**src/design/brle_pkg.sv**
```systemverilog
package brle_pkg;

  localparam int KEY_BITS    = 5;
  localparam int DIM_BITS    = 16;
  localparam int LEN_BITS    = 32;
  localparam int WORD_BITS   = 37;
  localparam int CBITS_W     = 6;
  localparam int CHAN_BITS   = 8;
  localparam int HDR_BITS    = 2 * DIM_BITS + 1;
  localparam int KEY_MAX     = (1 << KEY_BITS) - 1;
  localparam int QDEPTH      = 4;
  localparam int QPTR_BITS   = $clog2(QDEPTH);
  localparam int QCNT_BITS   = $clog2(QDEPTH + 1);
  localparam int IN_TDATA_W  = 24;
  localparam int OUT_TDATA_W = 144;

  localparam logic [CHAN_BITS-1:0] BLACK_LIMIT = CHAN_BITS'(32);
  localparam logic [DIM_BITS-1:0]  DIM_RESET   = DIM_BITS'(1);

  typedef enum logic [0:0] {
    CFG_WIDTH  = 1'b0,
    CFG_HEIGHT = 1'b1
  } cfg_idx_t;

  typedef enum logic [0:0] {
    ENT_HDR = 1'b0,
    ENT_RUN = 1'b1
  } ent_kind_t;

  typedef struct packed {
    logic [LEN_BITS-1:0] white_count;
    logic [DIM_BITS-1:0] left;
    logic [DIM_BITS-1:0] right;
    logic [DIM_BITS-1:0] top;
    logic [DIM_BITS-1:0] bottom;
  } stats_t;

  // queue entry: header word, or a run length with its precomputed key
  typedef struct packed {
    ent_kind_t           kind;
    logic [HDR_BITS-1:0] data;
    logic [KEY_BITS-1:0] key;
    logic                last;
    stats_t              stats;
  } entry_t;

  typedef struct packed {
    logic   push0;
    logic   push1;
    entry_t ent0;
    entry_t ent1;
  } push_t;

  typedef struct packed {
    logic space_ok;
    logic valid;
  } qstat_t;

endpackage

```
**src/design/brle_front.sv**
```systemverilog
module brle_front (
  input  logic                                 clk,
  input  logic                                 rst_n,
  input  logic                                 cfg_we,
  input  logic [0:0]                           cfg_index,
  input  logic [brle_pkg::DIM_BITS-1:0]        cfg_wdata,
  input  logic                                 in_tvalid,
  output logic                                 in_tready,
  input  logic [brle_pkg::IN_TDATA_W-1:0]      in_tdata,
  input  brle_pkg::qstat_t                     q_stat,
  output brle_pkg::push_t                      q_push
);

  logic [brle_pkg::DIM_BITS-1:0] width_r, height_r;
  logic [brle_pkg::LEN_BITS-1:0] size_r;
  logic                          cfg_hold_r;

  logic [brle_pkg::LEN_BITS-1:0] pix_r, pix_nxt;
  logic [brle_pkg::DIM_BITS-1:0] col_r, col_nxt, row_r, row_nxt;
  logic                          colour_r, colour_nxt;
  logic [brle_pkg::LEN_BITS-1:0] len_r, len_nxt;
  logic [brle_pkg::KEY_BITS-1:0] key_r, key_nxt;
  brle_pkg::stats_t              stats_r, stats_nxt;

  logic                          accept, white, first, emit0, last;
  logic [brle_pkg::LEN_BITS-1:0] len0, len1;
  logic [brle_pkg::KEY_BITS-1:0] key0, key1;
  brle_pkg::stats_t              base;
  brle_pkg::entry_t              e0, elast;

  // size product is registered; hold off input while it still lags a write
  assign in_tready = q_stat.space_ok && !cfg_hold_r;
  assign accept    = in_tvalid && in_tready;

  always_comb begin
    white = !((in_tdata[7:0] < brle_pkg::BLACK_LIMIT) &&
              (in_tdata[15:8] < brle_pkg::BLACK_LIMIT) &&
              (in_tdata[23:16] < brle_pkg::BLACK_LIMIT));
    first = (pix_r == '0);

    colour_nxt = colour_r;
    e0         = '0;
    emit0      = 1'b0;
    base       = stats_r;
    len0       = len_r;
    key0       = key_r;

    if (first) begin
      emit0         = 1'b1;
      e0.kind       = brle_pkg::ENT_HDR;
      e0.data       = {width_r, height_r, white};
      base.white_count = '0;
      base.left     = width_r;
      base.right    = '0;
      base.top      = height_r;
      base.bottom   = '0;
      colour_nxt    = white;
      len0          = '0;
      key0          = '0;
    end else if (white != colour_r) begin
      emit0         = 1'b1;
      e0.kind       = brle_pkg::ENT_RUN;
      e0.data       = {1'b0, len_r};
      e0.key        = key_r;
      colour_nxt    = white;
      len0          = '0;
      key0          = '0;
    end

    // key tracks the least k with length <= 2^k, capped at the top code
    len1 = len0 + brle_pkg::LEN_BITS'(1);
    if (len0 == '0) begin
      key1 = '0;
    end else if (({1'b0, len1} > (33'd1 << key0)) &&
                 (key0 != brle_pkg::KEY_BITS'(brle_pkg::KEY_MAX))) begin
      key1 = key0 + brle_pkg::KEY_BITS'(1);
    end else begin
      key1 = key0;
    end

    stats_nxt = base;
    if (white) begin
      stats_nxt.white_count = base.white_count + brle_pkg::LEN_BITS'(1);
      if (col_r < base.left)   stats_nxt.left   = col_r;
      if (col_r > base.right)  stats_nxt.right  = col_r;
      if (row_r < base.top)    stats_nxt.top    = row_r;
      if (row_r > base.bottom) stats_nxt.bottom = row_r;
    end

    last = (({1'b0, pix_r} + 33'd1) >= {1'b0, size_r});

    elast       = '0;
    elast.kind  = brle_pkg::ENT_RUN;
    elast.data  = {1'b0, len1};
    elast.key   = key1;
    elast.last  = 1'b1;
    elast.stats = stats_nxt;

    if (last) begin
      pix_nxt = '0;
      col_nxt = '0;
      row_nxt = '0;
      len_nxt = '0;
      key_nxt = '0;
    end else begin
      pix_nxt = pix_r + brle_pkg::LEN_BITS'(1);
      len_nxt = len1;
      key_nxt = key1;
      if (({1'b0, col_r} + 17'd1) >= {1'b0, width_r}) begin
        col_nxt = '0;
        row_nxt = row_r + brle_pkg::DIM_BITS'(1);
      end else begin
        col_nxt = col_r + brle_pkg::DIM_BITS'(1);
        row_nxt = row_r;
      end
    end

    q_push = '0;
    if (emit0) begin
      q_push.push0 = accept;
      q_push.ent0  = e0;
      q_push.push1 = accept && last;
      q_push.ent1  = elast;
    end else begin
      q_push.push0 = accept && last;
      q_push.ent0  = elast;
    end
  end

  always_ff @(posedge clk) begin
    if (!rst_n) begin
      width_r    <= brle_pkg::DIM_RESET;
      height_r   <= brle_pkg::DIM_RESET;
      size_r     <= brle_pkg::LEN_BITS'(1);
      cfg_hold_r <= 1'b0;
    end else begin
      cfg_hold_r <= cfg_we;
      size_r     <= brle_pkg::LEN_BITS'(width_r) * brle_pkg::LEN_BITS'(height_r);
      if (cfg_we) begin
        unique case (brle_pkg::cfg_idx_t'(cfg_index))
          brle_pkg::CFG_WIDTH:  width_r  <= cfg_wdata;
          brle_pkg::CFG_HEIGHT: height_r <= cfg_wdata;
          default: ;
        endcase
      end
    end
  end

  always_ff @(posedge clk) begin
    if (!rst_n) begin
      pix_r    <= '0;
      col_r    <= '0;
      row_r    <= '0;
      colour_r <= 1'b0;
      len_r    <= '0;
      key_r    <= '0;
      stats_r  <= '{white_count: '0, left: brle_pkg::DIM_RESET, right: '0,
                    top: brle_pkg::DIM_RESET, bottom: '0};
    end else if (accept) begin
      pix_r    <= pix_nxt;
      col_r    <= col_nxt;
      row_r    <= row_nxt;
      colour_r <= colour_nxt;
      len_r    <= len_nxt;
      key_r    <= key_nxt;
      stats_r  <= stats_nxt;
    end
  end

endmodule

```
**src/design/brle_queue.sv**
```systemverilog
module brle_queue (
  input  logic              clk,
  input  logic              rst_n,
  input  brle_pkg::push_t   q_push,
  input  logic              pop,
  output brle_pkg::qstat_t  q_stat,
  output brle_pkg::entry_t  head
);

  brle_pkg::entry_t               mem_r [brle_pkg::QDEPTH];
  logic [brle_pkg::QPTR_BITS-1:0] wr_ptr_r, wr_ptr_nxt, rd_ptr_r, rd_ptr_nxt, wr_ptr_p1;
  logic [brle_pkg::QCNT_BITS-1:0] count_r, count_nxt;

  assign wr_ptr_p1       = wr_ptr_r + brle_pkg::QPTR_BITS'(1);
  assign head            = mem_r[rd_ptr_r];
  assign q_stat.valid    = (count_r != '0);
  // room for the two results one pixel can make
  assign q_stat.space_ok = (count_r <= brle_pkg::QCNT_BITS'(brle_pkg::QDEPTH - 2));

  always_comb begin
    wr_ptr_nxt = wr_ptr_r;
    if (q_push.push0 && q_push.push1) begin
      wr_ptr_nxt = wr_ptr_r + brle_pkg::QPTR_BITS'(2);
    end else if (q_push.push0) begin
      wr_ptr_nxt = wr_ptr_p1;
    end
    rd_ptr_nxt = pop ? rd_ptr_r + brle_pkg::QPTR_BITS'(1) : rd_ptr_r;
    count_nxt  = count_r + brle_pkg::QCNT_BITS'(q_push.push0)
                         + brle_pkg::QCNT_BITS'(q_push.push1)
                         - brle_pkg::QCNT_BITS'(pop);
  end

  always_ff @(posedge clk) begin
    if (q_push.push0) mem_r[wr_ptr_r]  <= q_push.ent0;
    if (q_push.push1) mem_r[wr_ptr_p1] <= q_push.ent1;
  end

  always_ff @(posedge clk) begin
    if (!rst_n) begin
      wr_ptr_r <= '0;
      rd_ptr_r <= '0;
      count_r  <= '0;
    end else begin
      wr_ptr_r <= wr_ptr_nxt;
      rd_ptr_r <= rd_ptr_nxt;
      count_r  <= count_nxt;
    end
  end

endmodule

```
**src/design/brle_back.sv**
```systemverilog
module brle_back (
  input  logic                              clk,
  input  logic                              rst_n,
  input  logic                              q_valid,
  input  brle_pkg::entry_t                  head,
  output logic                              pop,
  output logic                              out_tvalid,
  input  logic                              out_tready,
  output logic [brle_pkg::OUT_TDATA_W-1:0]  out_tdata,
  output logic                              out_tlast,
  output logic [0:0]                        out_tuser
);

  logic                                 valid_r;
  logic [brle_pkg::WORD_BITS-1:0]       word_r, word_nxt;
  logic [brle_pkg::CBITS_W-1:0]         bits_r, bits_nxt;
  logic                                 last_r, err_r, err_nxt;
  brle_pkg::stats_t                     stats_r;
  logic [brle_pkg::LEN_BITS-1:0]        len;

  assign pop = q_valid && (!valid_r || out_tready);
  assign len = head.data[brle_pkg::LEN_BITS-1:0];

  always_comb begin
    if (head.kind == brle_pkg::ENT_HDR) begin
      word_nxt = brle_pkg::WORD_BITS'(head.data);
      bits_nxt = brle_pkg::CBITS_W'(brle_pkg::HDR_BITS);
      err_nxt  = 1'b0;
    end else begin
      // key in front of the length; the length always fits in key+1 bits
      word_nxt = (brle_pkg::WORD_BITS'(head.key) <<
                  (brle_pkg::CBITS_W'(head.key) + brle_pkg::CBITS_W'(1))) |
                 brle_pkg::WORD_BITS'(len);
      bits_nxt = brle_pkg::CBITS_W'(brle_pkg::KEY_BITS) + brle_pkg::CBITS_W'(head.key) +
                 brle_pkg::CBITS_W'(1);
      err_nxt  = len[brle_pkg::LEN_BITS-1] && (|len[brle_pkg::LEN_BITS-2:0]);
    end
  end

  always_ff @(posedge clk) begin
    if (!rst_n) begin
      valid_r <= 1'b0;
    end else if (pop) begin
      valid_r <= 1'b1;
    end else if (out_tready) begin
      valid_r <= 1'b0;
    end
  end

  always_ff @(posedge clk) begin
    if (pop) begin
      word_r  <= word_nxt;
      bits_r  <= bits_nxt;
      err_r   <= err_nxt;
      last_r  <= head.last;
      stats_r <= head.stats;
    end
  end

  assign out_tvalid   = valid_r;
  assign out_tlast    = last_r;
  assign out_tuser[0] = err_r;
  assign out_tdata    = {5'd0, stats_r.bottom, stats_r.top, stats_r.right, stats_r.left,
                         stats_r.white_count, bits_r, word_r};

endmodule

```
**src/design/bitmap_run_length_encoder_top.sv**
```systemverilog
// A pixel's results are written to the queue at its transfer and then loaded in order into the
// output register. Throughput: one pixel per cycle while the queue has room; the output port
// moves one code word per cycle while out_tready is high, so a pixel with two results (frame
// start or colour change plus frame end) takes an extra output slot.
// in_tready drops in the cycle after a config write while the frame size product updates.
// Reset: synchronous, active low; clears counters, queue and output valid, size regs to 1.
module bitmap_run_length_encoder_top (
  input  logic                              clk,
  input  logic                              rst_n,
  input  logic                              cfg_we,
  input  logic [0:0]                        cfg_index,
  input  logic [brle_pkg::DIM_BITS-1:0]     cfg_wdata,
  input  logic                              in_tvalid,
  output logic                              in_tready,
  // [7:0] red, [15:8] green, [23:16] blue
  input  logic [brle_pkg::IN_TDATA_W-1:0]   in_tdata,
  output logic                              out_tvalid,
  input  logic                              out_tready,
  // [36:0] code_word, [42:37] code_bits, [74:43] white_count, [90:75] box_left,
  // [106:91] box_right, [122:107] box_top, [138:123] box_bottom, rest zero
  output logic [brle_pkg::OUT_TDATA_W-1:0]  out_tdata,
  output logic                              out_tlast,
  // [0] run_error
  output logic [0:0]                        out_tuser
);

  brle_pkg::push_t  q_push;
  brle_pkg::qstat_t q_stat;
  brle_pkg::entry_t head;
  logic             pop;

  brle_front u_front (
    .clk       (clk),
    .rst_n     (rst_n),
    .cfg_we    (cfg_we),
    .cfg_index (cfg_index),
    .cfg_wdata (cfg_wdata),
    .in_tvalid (in_tvalid),
    .in_tready (in_tready),
    .in_tdata  (in_tdata),
    .q_stat    (q_stat),
    .q_push    (q_push)
  );

  brle_queue u_queue (
    .clk    (clk),
    .rst_n  (rst_n),
    .q_push (q_push),
    .pop    (pop),
    .q_stat (q_stat),
    .head   (head)
  );

  brle_back u_back (
    .clk        (clk),
    .rst_n      (rst_n),
    .q_valid    (q_stat.valid),
    .head       (head),
    .pop        (pop),
    .out_tvalid (out_tvalid),
    .out_tready (out_tready),
    .out_tdata  (out_tdata),
    .out_tlast  (out_tlast),
    .out_tuser  (out_tuser)
  );

endmodule

```
**config.mk**
```make
export PLATFORM = sky130hd
export DESIGN_NAME = bitmap_run_length_encoder_top
export DESIGN_NICKNAME = d
export VERILOG_FILES = /design/src/design/brle_pkg.sv /design/src/design/brle_front.sv /design/src/design/brle_queue.sv /design/src/design/brle_back.sv /design/src/design/bitmap_run_length_encoder_top.sv
export SDC_FILE = /design/constraint.sdc
export NUM_CORES = 2
export LEC_CHECK = 0
export BUFFER_PORTS_ARGS = -buffer_cell sky130_fd_sc_hd__buf_2
export CAP_MARGIN = 20
export CORE_ASPECT_RATIO = 1.5
export CORE_UTILIZATION = 45
export CTS_CLUSTER_SIZE = 12
export DETAILED_ROUTE_END_ITERATION = 10
export SETUP_SLACK_MARGIN = 0.2
export SKIP_LAST_GASP = 1
export SLEW_MARGIN = 20
export SYNTH_ARGS = -nofsm -noshare
export SYNTH_HDL_FRONTEND = slang
export SYNTH_SLANG_ARGS = --single-unit
export TNS_END_PERCENT = 30
```
**constraint.sdc**
```tcl
create_clock -name clk -period 21.5 [get_ports clk]
set_input_delay 3.225 -clock clk [delete_from_list [all_inputs] [get_ports clk]]
set_output_delay 3.225 -clock clk [all_outputs]
set_load 0.02 [all_outputs]
```
# --- Yosys cells after proc, flatten, opt, wreduce, memory -nomap -nowiden ---
# Memories as Yosys holds them, arrays and structs flattened. A register that Yosys moved wholly into a read port is not among the register bits.
# Index checks and enable logic that the tools add are counted.
totals:
  reg_bits: 412
  ram_bits: 544
  output_inout_bits: 148
  mem_count: 1
op_classes:
  n_addsub: 17
  multipliers: 1
  magnitude_cmp: 11
  eq_ne: 2
  shifts: 2
  mux: 41
  n_bitwise: 2
  reduce_logical: 25
memory_table:
  columns: ["name", "words", "word_bits", "read_ports", "rd_ports_with_merged_regs", "write_ports", "line_no", "rtl"]
  rows:
  - ["u_queue.mem_r", 4, 136, 1, 1, 2, "brle_queue.sv:10", "brle_pkg::entry_t mem_r [brle_pkg::QDEPTH];"]
op_table:
  columns: ["op", "count"]
  rows:
  - ["two-way mux 136 bit", 2]
  - ["two-way mux 96 bit", 2]
  - ["two-way mux 16 bit", 8]
  - ["two-way mux 32 bit", 4]
  - ["adder 32 x 1 -> 32 bit (second input constant)", 3]
  - ["logical NOT 32 bit", 2]
  - ["two-way mux 39 bit", 1]
  - ["bitwise OR 37 x 32 -> 37 bit", 1]
  - ["<< shifter 5 x 6 -> 37 bit", 1]
  - ["two-way mux 34 bit", 1]
  - ["adder 32 x 1 -> 33 bit (second input constant)", 1]
  - ["greater-or-equal comparator 33 x 32 -> 1 bit", 1]
  - ["greater-than comparator 32 x 33 -> 1 bit", 1]
  - ["two-way mux 33 bit", 1]
  - ["<< shifter 1 x 5 -> 33 bit (first input constant)", 1]
  - ["adder 16 x 1 -> 16 bit (second input constant)", 2]
  - ["greater-than comparator 16 bit", 2]
  - ["less-than comparator 16 bit", 2]
  - ["multiplier 16 x 16 -> 32 bit", 1]
  - ["OR reduction 31 bit", 1]
  - ["two-way mux 5 bit", 6]
  - ["less-than comparator 8 x 6 -> 1 bit (second input constant)", 3]
  - ["adder 16 x 1 -> 17 bit (second input constant)", 1]
  - ["greater-or-equal comparator 17 x 16 -> 1 bit", 1]
  - ["other kinds (20)", 52]

# --- Depth between registers and ports, before layout ---
logic_depth:
  word_depth: 13
  depth_mapped: 29

# --- Cells and area by module ---
# Synthesis repeated with hierarchy kept, for this count alone.
hier_totals:
  hier_cells: 5221
  area_unflattened_um2: 59553.4
modules_own_cells:
  columns: ["module", "n_inst", "cells_per_inst", "area_each_um2", "seq_area_each_um2"]
  rows:
  - ["brle_front", 1, 3550, 27371.3, 5265.0]
  - ["brle_queue", 1, 1370, 26835.7, 16515.8]
  - ["brle_back", 1, 301, 5346.4, 4254.1]

# --- Worst setup path before layout ---
# No wires, ideal clock.
synth_path:
  path_type: "input -> register"
  start: "input out_tready"
  end: "register u_queue.count_r[1] (netlist bit)"
  setup_ns: 0.115
  arrival_time_ns: 15.963
  required_time_ns: 21.385
  slack_ns: 5.422
  cell_stages: 7
  n_path_buf: 0
  path_cell_list: "nand2b_1 -> a21boi_0 -> ha_1 -> inv_1 -> fa_1 -> fa_1 -> and2_1"
synth_via:
  elab_chain_cells: 3
synth_lines:
  columns: ["item", "line_no", "rtl"]
  rows:
  - ["start, declared", "bitmap_run_length_encoder_top.sv:18", "input logic out_tready,"]
  - ["logical OR 1 bit", "brle_back.sv:21", "assign pop = q_valid && (!valid_r || out_tready);"]
  - ["logical AND 1 bit", "brle_back.sv:21", null]
  - ["net pop", "bitmap_run_length_encoder_top.sv:30", "logic pop;"]
  - ["subtractor 3 x 1 -> 3 bit", "brle_queue.sv:30", "- brle_pkg::QCNT_BITS'(pop);"]
  - ["net u_queue.count_nxt, one bit", "brle_queue.sv:12", "logic [brle_pkg::QCNT_BITS-1:0] count_r, count_nxt;"]
  - ["end signal, assigned", "brle_queue.sv:46", "count_r <= count_nxt;"]
  - ["end, declared", "brle_queue.sv:12", null]
# The timed path passes the listed nets, and every way through them passes these cells.
# A chain may end at the register's enable or synchronous reset.

# --- Worst setup path after layout ---
layout_path:
  start: "input in_tdata[13] (netlist bit)"
  end: "register u_front.key_r[1] (netlist bit)"
layout_via:
  elab_chain_cells: 13
  elab_cells_between_ends: 19
  classes_between: "add/sub (2); order compare (2); eq/ne (2); shift (1); mux (7); reduce/logical (5)"
layout_lines:
  columns: ["item", "line_no", "rtl"]
  rows:
  - ["start, declared", "bitmap_run_length_encoder_top.sv:16", "input logic [brle_pkg::IN_TDATA_W-1:0] in_tdata,"]
  - ["less-than comparator 8 x 6 -> 1 bit (*)", "brle_front.sv:37", "(in_tdata[15:8] < brle_pkg::BLACK_LIMIT) &&"]
  - ["logical AND 1 bit (*)", "brle_front.sv:36", "white = !((in_tdata[7:0] < brle_pkg::BLACK_LIMIT) &&"]
  - ["logical AND 1 bit (*)", "brle_front.sv:37", null]
  - ["logical NOT 1 bit (*)", "brle_front.sv:36", null]
  - ["!= test 1 bit (*)", "brle_front.sv:60", "end else if (white != colour_r) begin"]
  - ["two-way mux 32 bit or two-way mux 5 bit (tied branches)", "brle_front.sv:60", null]
  - ["two-way mux 32 bit or two-way mux 5 bit (tied branches)", "brle_front.sv:48", "if (first) begin"]
  - ["adder 32 x 1 -> 32 bit or << shifter 1 x 5 -> 33 bit (tied branches)", "brle_front.sv:71, brle_front.sv:74", null]
  - ["greater-than comparator 32 x 33 -> 1 bit", "brle_front.sv:74", "end else if (({1'b0, len1} > (33'd1 << key0)) &&"]
  - ["logical AND 1 bit", "brle_front.sv:74", null]
  - ["two-way mux 5 bit", "brle_front.sv:74", null]
  - ["two-way mux 5 bit (*)", "brle_front.sv:72", "if (len0 == '0) begin"]
  - ["two-way mux 5 bit (*)", "brle_front.sv:99", "if (last) begin"]
  - ["end signal, assigned", "brle_front.sv:165", "key_r <= key_nxt;"]
  - ["end, declared", "brle_front.sv:22", "logic [brle_pkg::KEY_BITS-1:0] key_r, key_nxt;"]
# Every way passes the cells marked *; elsewhere a longest branch is shown, timed or not.

==> impl_summary.log <==
INFO  metric grt_remaining_overflow = 0
INFO  metric slew_headroom = 20.9%
INFO  metric synth_top_area_cell = sky130_fd_sc_hd__edfxtp_1
INFO  metric fp.coreArea = 119,000 sq um
INFO  metric clk_pin_slew = 60 ps
INFO  metric cts_setup_buffers = 0
INFO  metric number_of_antenna_violations_at_the_first_check_in_global_routing = 3
INFO  metric worst_r2r_startpoint = u_front.pix_r[0]
INFO  metric path_class_of_the_lowest_slack_min_delay_path = reg -> reg
INFO  metric cts_made_buffers = 97
INFO  metric first_iter_violations = 2,410
INFO  metric worstPathMaxFanout = 37
INFO  metric critical_path_required = 22,110 ps
INFO  metric detailroute.via_count = 37,700
INFO  metric critPathArrivalTime = 10,080 ps
INFO  metric port_buffers = 173
INFO  metric firstDrtPassIters = 6
INFO  metric fp.dieW = 285 um
INFO  metric ctsResizeCount = 0
INFO  metric clock-sinks = 958
INFO  metric start_util = 45.4%
INFO  metric nets = 5,530
INFO  metric fin_setup_tns = 0 ps
INFO  metric place_hpwl = 98,300 um
INFO  metric number_of_max_cap_violations = 0
INFO  metric holdBufCountCts = 0
INFO  metric finish.instance_area = 59,200 sq um
INFO  metric report.power.total = 5.72 mW
INFO  metric timing_hold_violations_final = 0
INFO  metric startpoint_of_the_most_critical_setup_path = in_tdata[13]
INFO  metric period_needed = 9460 ps
INFO  metric cts-root-to-sink-buffers = 3
INFO  metric detail_route.drc_violations = 0
INFO  metric power.leakage = 21.5 nW
INFO  metric drive_gt1_share = 12.3%
INFO  metric syn_to_final_growth = 9.66%
INFO  metric worst_clock_skew = 37.7 ps
INFO  metric place.gp.congestion = 0.934
INFO  metric timing_max_transition_violations_final = 0
INFO  metric synth-seq-cells = 958
INFO  metric track_usage = 24.2%
INFO  metric postSynth.topFlopCell = sky130_fd_sc_hd__edfxtp_1
INFO  metric ys_warn_count = 0
INFO  metric total_power_per_unit_cell_area = 96.6 nW/um^2
INFO  metric drt-wirelength-per-cell = 21.9 um
INFO  metric via_per_inst = 5.64
INFO  metric tightest_slew = 1180 ps
INFO  metric clockRootBuffer = sky130_fd_sc_hd__clkbuf_16
INFO  metric cts_tree = built
INFO  metric synthCells = 4,988
INFO  metric timing.final.setup_violations = 0
INFO  metric cp-end-kind = flip-flop
INFO  metric postPlaceCellArea = 56,300 sq um
INFO  metric design.portCount = 194
INFO  metric synth_edf_count = 681
INFO  metric drtAntennaViolNets = 0
INFO  metric core.rowCount = 155
INFO  metric leading_cell_types_by_total_area_after_synthesis = sky130_fd_sc_hd__edfxtp_1 38%, sky130_fd_sc_hd__dfxtp_1 10%, sky130_fd_sc_hd__fa_1 7.3%
INFO  metric outcome = finished, final reports clean
INFO  metric critical_path.startpoint_type = input pin
INFO  metric synth.distinct_cells = 87
INFO  metric timing.fmax = 106 MHz
INFO  metric most_frequent_cell_after_synthesis = sky130_fd_sc_hd__nor2_1
INFO  metric rsz0062_at_grt = no
INFO  metric clk_latency = 720 ps
INFO  metric holdCritStartpoint = u_front.height_r[13]
INFO  metric crit_type = in -> reg
INFO  metric post_synth.cell_area_avg = 10.8 sq um
INFO  metric finalCoreUtilization = 49.8%
INFO  metric synth-seq-area-share = 48.2%
INFO  metric die_y_extent = 426 um
INFO  metric ys_async_sr_fraction = 0%
INFO  metric synth.top_cells.by_count = 718 x sky130_fd_sc_hd__nor2_1, 681 x sky130_fd_sc_hd__edfxtp_1, 528 x sky130_fd_sc_hd__nand2_1
INFO  metric via_count_of_the_first_global_routing_pass = 38,500
INFO  metric drt_wl_total = 146,000 um
INFO  metric max-vdd-ir-drop = 0.0675 mV
INFO  metric grt_max_degree = 98
INFO  metric tcrit_tclk_final = 44.0%
INFO  metric yosys.area.top_type_share = 37.9%
INFO  metric floorplan.die_area = 121,000 sq um
INFO  metric cts-htree-levels = 3
INFO  metric post_synthesis_cell_area = 54,000 sq um
INFO  metric grt_pass1_wl = 225,000 um
## placed cells by master (no fill, tap or decap), types with 98 or more instances in the layout
| cell | Yosys | final |
|---|---|---|
| sky130_fd_sc_hd__o21ai_0 | 125 | 125 |
| sky130_fd_sc_hd__dfxtp_1 | 277 | 274 |
| sky130_fd_sc_hd__fa_1 | 196 | 196 |
| sky130_fd_sc_hd__mux4_2 | 135 | 135 |
| sky130_fd_sc_hd__ha_1 | 269 | 269 |
| sky130_fd_sc_hd__edfxtp_1 | 681 | 681 |
| sky130_fd_sc_hd__a21oi_1 | 192 | 191 |
| sky130_fd_sc_hd__buf_2 | 10 | 172 |
| sky130_fd_sc_hd__nand3_1 | 150 | 150 |
| sky130_fd_sc_hd__inv_1 | 350 | 349 |
| sky130_fd_sc_hd__clkbuf_16 | 0 | 98 |
| sky130_fd_sc_hd__nor2_1 | 718 | 716 |
| sky130_fd_sc_hd__and2_1 | 139 | 138 |
| sky130_fd_sc_hd__nand2_1 | 528 | 522 |
## routing by layer
| layer | part of all wire [%] | vias up | GRT usage [%] | wire length, um |
|---|---|---|---|---|
| met4 | 3.7 | 0 | 9.49 | 5350 |
| met3 | 4.2 | 263 | 2.72 | 6170 |
| met5 | 0 | - | 0 | 0 |
| met1 | 39 | 18900 | 28.3 | 57300 |
| li1 | - | 17500 | - | - |
| met2 | 53 | 955 | 44.9 | 77500 |
## through the flow
step	setup WS, ps	hold slack (ps)	instances
floorplan	5420	433	4992
global placement	11580	442	6489
detailed placement	11500	449	6490
CTS	12220	458	6671
global route	11720	477	6671
finish	12040	454	6672
## final timing paths
kind	cells after the start	slack [ps]	to
max reg2reg	18	13680	u_queue.mem_r[3][41]
max	23	12040	u_front.key_r[1]
min	2	450	u_front.height_r[13]
min reg2reg	2	450	u_front.height_r[13]
## registers in the layout (all words and copies together), names as in the netlist, 32 cells and up, named ones only
| name | cells |
|---|---|
| u_back.word_r | 37 |
| u_queue.mem_r | 544 |
| u_back.out_tdata | 96 |
| u_front.pix_r | 32 |
| u_front.size_r | 32 |
| u_front.stats_r | 96 |
| u_front.len_r | 32 |
## worst max-delay path, stage by stage
cell                       delay (ps)
sky130_fd_sc_hd__buf_2            100
sky130_fd_sc_hd__or4_4            580
sky130_fd_sc_hd__or4_4            550
sky130_fd_sc_hd__a22oi_2          190
sky130_fd_sc_hd__buf_4            440
sky130_fd_sc_hd__nand2_1          180
sky130_fd_sc_hd__inv_1            110
sky130_fd_sc_hd__ha_1             310
sky130_fd_sc_hd__and3_1           410
sky130_fd_sc_hd__nand3_1          250
sky130_fd_sc_hd__or4_1            630
sky130_fd_sc_hd__or3_1            370
sky130_fd_sc_hd__a21oi_1          290
sky130_fd_sc_hd__ha_1             310
sky130_fd_sc_hd__a41oi_1          200
sky130_fd_sc_hd__o21ai_0          180
sky130_fd_sc_hd__a2111o_1         380
sky130_fd_sc_hd__o21bai_1         150
sky130_fd_sc_hd__a221oi_1          90
sky130_fd_sc_hd__buf_4            210
sky130_fd_sc_hd__o41ai_1          680
sky130_fd_sc_hd__nand2_1          120
sky130_fd_sc_hd__o31ai_1           90
## cells by family after synthesis
kind of cell	after synthesis	share of synthesized area, %
AOI/OAI and AO/OA	658	8.00
xor gates and xnor gates	162	2.63
DFF	958	48.2
buffers and inverters	666	4.78
other	1	0.00695
muxes	226	7.47
adders and majority gates	465	13.5
and+or+nand+nor	1852	15.5
## layout make-up
cell class / count / area, sq um
Fill cell: 10800 / 59700
Sequential cell: 958 / 26000
Clock inverter: 21 / 215
Tap cell: 1570 / 1960
Timing Repair Buffer: 244 / 1400
Inverter: 350 / 1320
Multi-Input combinational cell: 3368 / 25600
Clock buffer: 160 / 2720
Antenna cell: 1 / 2.50
## power breakdown
group	internal (mW)	leakage (nW)	switching [mW]
sequential	2.35	8.87	0.124
clock	0.891	1.42	0.729
combinational	0.522	11.2	1.10
total	3.77	21.5	1.95
(Power assumes the default switching activity.)
